--- config.mk ---
export PLATFORM = sky130hd
export DESIGN_NAME = mvca_front
export DESIGN_NICKNAME = d
export VERILOG_FILES = /design/src/hw/rtl/mvca_pkg.sv /design/src/hw/rtl/mvca_front.sv
export SDC_FILE = /design/constraint.sdc
export NUM_CORES = 1
export LEC_CHECK = 0
export BUFFER_PORTS_ARGS = -buffer_cell sky130_fd_sc_hd__buf_2
export CAP_MARGIN = 20
export CORE_MARGIN = 2
export CORE_UTILIZATION = 45
export DETAILED_ROUTE_END_ITERATION = 6
export MAX_ROUTING_LAYER = met4
export PLACE_DENSITY = 0.7
export SYNTH_ARGS = -nofsm -noshare
export SYNTH_HDL_FRONTEND = slang
export SYNTH_SLANG_ARGS = --single-unit
--- constraint.sdc ---
create_clock -name clock -period 9.2 [get_ports clock]
set_input_delay 0.92 -clock clock [delete_from_list [all_inputs] [get_ports clock]]
set_output_delay 0.92 -clock clock [all_outputs]
set_load 0.005 [all_outputs]
--- src/hw/rtl/mvca_pkg.sv ---
`timescale 1ns / 1ps
package mvca_pkg;

   localparam int COORD_W = 12;
   localparam int VOL_W   = 50;
   localparam int CEN_W   = 20;
   localparam int WSUM_W  = 64;
   localparam int CROSS_W = 2 * COORD_W + 1;
   localparam int TRI_W   = CROSS_W + COORD_W + 2;
   localparam int VSUM_W  = COORD_W + 2;
   localparam int PROD_W  = TRI_W + VSUM_W;
   localparam int FRAC_W  = 6;
   localparam int QUO_W   = CEN_W + 1;
   localparam int NUM_W   = WSUM_W + FRAC_W + 2;
   localparam int DEN_W   = VOL_W + 1;
   localparam int REM_W   = DEN_W + 1;
   localparam int QDEPTH  = 2;

   typedef struct packed {
      logic signed [COORD_W-1:0] ax;
      logic signed [COORD_W-1:0] ay;
      logic signed [COORD_W-1:0] az;
      logic signed [COORD_W-1:0] bx;
      logic signed [COORD_W-1:0] by;
      logic signed [COORD_W-1:0] bz;
      logic signed [COORD_W-1:0] cx;
      logic signed [COORD_W-1:0] cy;
      logic signed [COORD_W-1:0] cz;
      logic                      last;
   } tri_type;

   typedef struct packed {
      logic signed [VOL_W-1:0] six_volume;
      logic signed [CEN_W-1:0] centre_x;
      logic signed [CEN_W-1:0] centre_y;
      logic signed [CEN_W-1:0] centre_z;
      logic                    zero_volume;
      logic                    count_overflow;
   } res_type;

   typedef enum logic [2:0] {
      CS_IDLE,
      CS_CROSS,
      CS_TRIPLE,
      CS_WEIGHT,
      CS_DSTART,
      CS_DWAIT,
      CS_DONE
   } core_state_type;

   typedef enum logic [1:0] {
      DS_IDLE,
      DS_CHECK,
      DS_RUN,
      DS_DONE
   } div_state_type;

endpackage

--- src/hw/rtl/mvca_front.sv ---
`timescale 1ns / 1ps
module mvca_front #(
   parameter int COORD_BITS = 12
) (
   input  logic                          clock,
   input  logic                          reset,
   input  logic                          push,
   output logic                          full,
   input  logic [mvca_pkg::COORD_W-1:0]  ax,
   input  logic [mvca_pkg::COORD_W-1:0]  ay,
   input  logic [mvca_pkg::COORD_W-1:0]  az,
   input  logic [mvca_pkg::COORD_W-1:0]  bx,
   input  logic [mvca_pkg::COORD_W-1:0]  by,
   input  logic [mvca_pkg::COORD_W-1:0]  bz,
   input  logic [mvca_pkg::COORD_W-1:0]  cx,
   input  logic [mvca_pkg::COORD_W-1:0]  cy,
   input  logic [mvca_pkg::COORD_W-1:0]  cz,
   input  logic                          last,
   output logic                          q_valid,
   input  logic                          q_pop,
   output mvca_pkg::tri_type             q_item
);
   import mvca_pkg::*;

   localparam int PTR_W = $clog2(QDEPTH);

   tri_type            mem_ff [QDEPTH];
   tri_type            item_in;
   logic [PTR_W-1:0]   wr_ff, wr_in, rd_ff, rd_in;
   logic [PTR_W:0]     cnt_ff, cnt_in;
   logic               wr_en, rd_en;

   // only the low coordinate bits count, sign extended
   always_comb begin
      item_in.ax   = COORD_W'(signed'(ax[COORD_BITS-1:0]));
      item_in.ay   = COORD_W'(signed'(ay[COORD_BITS-1:0]));
      item_in.az   = COORD_W'(signed'(az[COORD_BITS-1:0]));
      item_in.bx   = COORD_W'(signed'(bx[COORD_BITS-1:0]));
      item_in.by   = COORD_W'(signed'(by[COORD_BITS-1:0]));
      item_in.bz   = COORD_W'(signed'(bz[COORD_BITS-1:0]));
      item_in.cx   = COORD_W'(signed'(cx[COORD_BITS-1:0]));
      item_in.cy   = COORD_W'(signed'(cy[COORD_BITS-1:0]));
      item_in.cz   = COORD_W'(signed'(cz[COORD_BITS-1:0]));
      item_in.last = last;
   end

   assign full    = (cnt_ff == (PTR_W+1)'(QDEPTH));
   assign q_valid = (cnt_ff != '0);
   assign q_item  = mem_ff[rd_ff];
   assign wr_en   = push && !full;
   assign rd_en   = q_pop && q_valid;

   always_comb begin
      wr_in  = wr_en ? PTR_W'(wr_ff + 1'b1) : wr_ff;
      rd_in  = rd_en ? PTR_W'(rd_ff + 1'b1) : rd_ff;
      cnt_in = cnt_ff + (PTR_W+1)'(wr_en) - (PTR_W+1)'(rd_en);
   end

   always_ff @(posedge clock) begin
      if (wr_en) begin
         mem_ff[wr_ff] <= item_in;
      end
   end

   always_ff @(posedge clock) begin
      if (reset) begin
         wr_ff  <= '0;
         rd_ff  <= '0;
         cnt_ff <= '0;
      end else begin
         wr_ff  <= wr_in;
         rd_ff  <= rd_in;
         cnt_ff <= cnt_in;
      end
   end

endmodule

==> summary.txt <==
Clk_skew = 0.009197 ns
Post-CTS sizing = 0
Vias in the first global route = 4,574
Tmin final = 3.566 ns
Fmax = 280.4 MHz
Setup TNS = 0 ns
DP Worst Slack = 5.983 ns
Data arrival, critical path = 2.65 ns
Fin util = 57.04%
Status = complete, no violations
GRT Total Usage = 15.47%
Placed inst area = 9483 sq um
Die area = 19,150 sq um
DR pass1 iterations = 4
Finished Cell Area = 10,180 sq um
Clock latency on the worst-skew pair = 0.49 ns
YS warnings = 0
Syn_nets = 481
CP cell instances = buf_4, mux2_2, buf_2
Initial core utilization = 45.54%
Hold-fix buffers, CTS = 0
Number of flops mapped to enable cells by yosys = 218
Initial antenna violation count = 2
Post-CTS Setup Bufs = 0
# DRC = 0
Ys flop type = edfxtp_1
Chip height = 138.4 microns
GR Overflow Total = 0
PnR worst setup slack = 5.634 ns
Top Family by Delay on Critical Path = buffers and inverters
Crit start category = register
CTS tree = done
Worst-Margin Slew = 0.9582 ns
Vias per cell = 4.881
Leakage power = 3.826 nW
Non-filler cells, final = 851
Share of layout cells above drive strength 1 = 59.52%
Syn Inst Count = 366
1st-iter DRT viols = 152
Asr flop ratio synth = 0%
Max Cap Viol = 0
Post-synthesis register bit count = 223
Netlist Area Pre-Place = 8125 sq um
Post-DR wirelength/cell = 17.32 microns
Htree depth = 1
CTS root buf = clkbuf_16
Worst Path Buf+Inv = 2
Post-route ant nets = 0
Total power draw = 2.828 mW
Pins Over Slew Limit = 0
Clock sinks = 223
Largest net degree at the start of global routing = 70
P per Cell Area = 277.9 nW/um^2
Seq/Total Area, Yosys = 81.80%
Synth-to-layout area growth = 25.25%
RSZ-0062 raised after global routing = no
Relative slew slack = 36.12%
Most frequent cells in the layout = 223 x buf_2, 218 x edfxtp_1, 99 x mux2_2, 23 x clkbuf_16
# rows = 49
# IOs = 224
Critical Path Fanout Max = 69
Core Area = 17,840 sq um
Post-synthesis area per instance = 22.20 sq um
Clk buf depth = 3
Final hold slack = 0.5191 ns
Placer Congestion = 0.7351
Critical Path End Type = primary output
Critical Path Slowest Stage Cell = buf_4
Final nets = 720
Fin. Hold Viols = 0
Critical path's largest stage delay = 0.83 ns
CP Class = register to primary output
Peak VDD IR = 0.0001942 V
# setup viols final = 0
Routed via count = 4,154
Clk slew on worst S/H paths = 0.06 ns
Hold Path Class = register to register
WL final = 14.74 mm
Total clock buffers created by CTS = 23
Most common cell after layout, fill and taps aside = buf_2
Worst EP required = 8.28 ns
Cell variety after synth = 22
Period utilization = 38.76%
Post-placement cell count = 809
Die Width = 138.4 microns
Port bufs = 223
Dpl hpwl = 9.645 mm
Global-route wire length before repair = 22.83 mm
==> final timing paths <==
| check | from | to | slack, ns | cells past startpoint |
|---|---|---|---|---|
| max | register | q_item[47] | 5.63 | 3 |
| min | wr_ff$_SDFFE_PP0P_ | wr_ff$_SDFFE_PP0P_ | 0.52 | 2 |
| min reg2reg | wr_ff$_SDFFE_PP0P_ | wr_ff$_SDFFE_PP0P_ | 0.52 | 2 |
| max reg2reg | cnt_ff[0]$_SDFF_PP0_ | mem_ff[0][99]$_DFFE_PP_ | 6.57 | 5 |
==> cells by family after synthesis <==
| group | share of synthesized area (%) |
|---|---|
| flip-flops | 81.80 |
| multiplexers | 15.57 |
| buffers and inverters | 1.155 |
| AND/OR/NAND/NOR | 0.7393 |
| AO/OA/AOI/OAI | 0.2155 |
| XOR/XNOR | 0.2156 |
| adder cells (fa/ha/maj) | 0.3079 |
==> where the power goes <==
part           internal [mW]  leakage (nW)  total, mW  switching, mW
Clock                  0.505         0.337      0.847          0.342
Sequential              1.30          2.08       1.36         0.0595
Combinational          0.330          1.41      0.625          0.294
==> area by class of cell <==
class / count / area [sq um]
fillers: 1370 / 7664
flip-flops and latches: 223 / 6650
multi-input cells: 127 / 1390
repair buffers: 226 / 1139
clock buffers: 35 / 640.6
well taps: 229 / 286.5
clock inverters: 5 / 48.80
inverters: 4 / 17.52
diodes: 2 / 5.005
==> worst reg2reg max path, stage by stage (launching register included) <==
cell and delay [ns]:
dfxtp_1 0.36, nand2b_2 0.16, inv_1 0.06, or3_1 0.37, inv_4 0.43, buf_4 0.79
==> synth_stat cells, types with 2 or more instances <==
cell      count  area [sq um]
ha_1          2         25.02
buf_2         9         45.04
mux2_4       10         150.1
buf_6         3         33.78
dfxtp_1       5         100.1
mux2_2       99          1115
nor2_1        3         11.26
edfxtp_1    218          6546
inv_1         4         15.01
==> routing by layer <==
layer / wire length (microns) / global-route usage, % / vias to the layer above
met2: 7661 / 27.57 / 154
met1: 5551 / 16.64 / 2043
met4: 311 / 4.404 / 0
met5: 0 / - / -
met3: 1215 / 4.815 / 28
li1: - / - / 1929
==> sequential cells by signal, indices dropped and copies added, names as in the netlist, named ones only <==
| signal | flops |
|---|---|
| wr_ff | 1 |
| rd_ff | 1 |
| cnt_ff | 2 |
| mem_ff | 218 |
(Power assumes the default switching activity.)
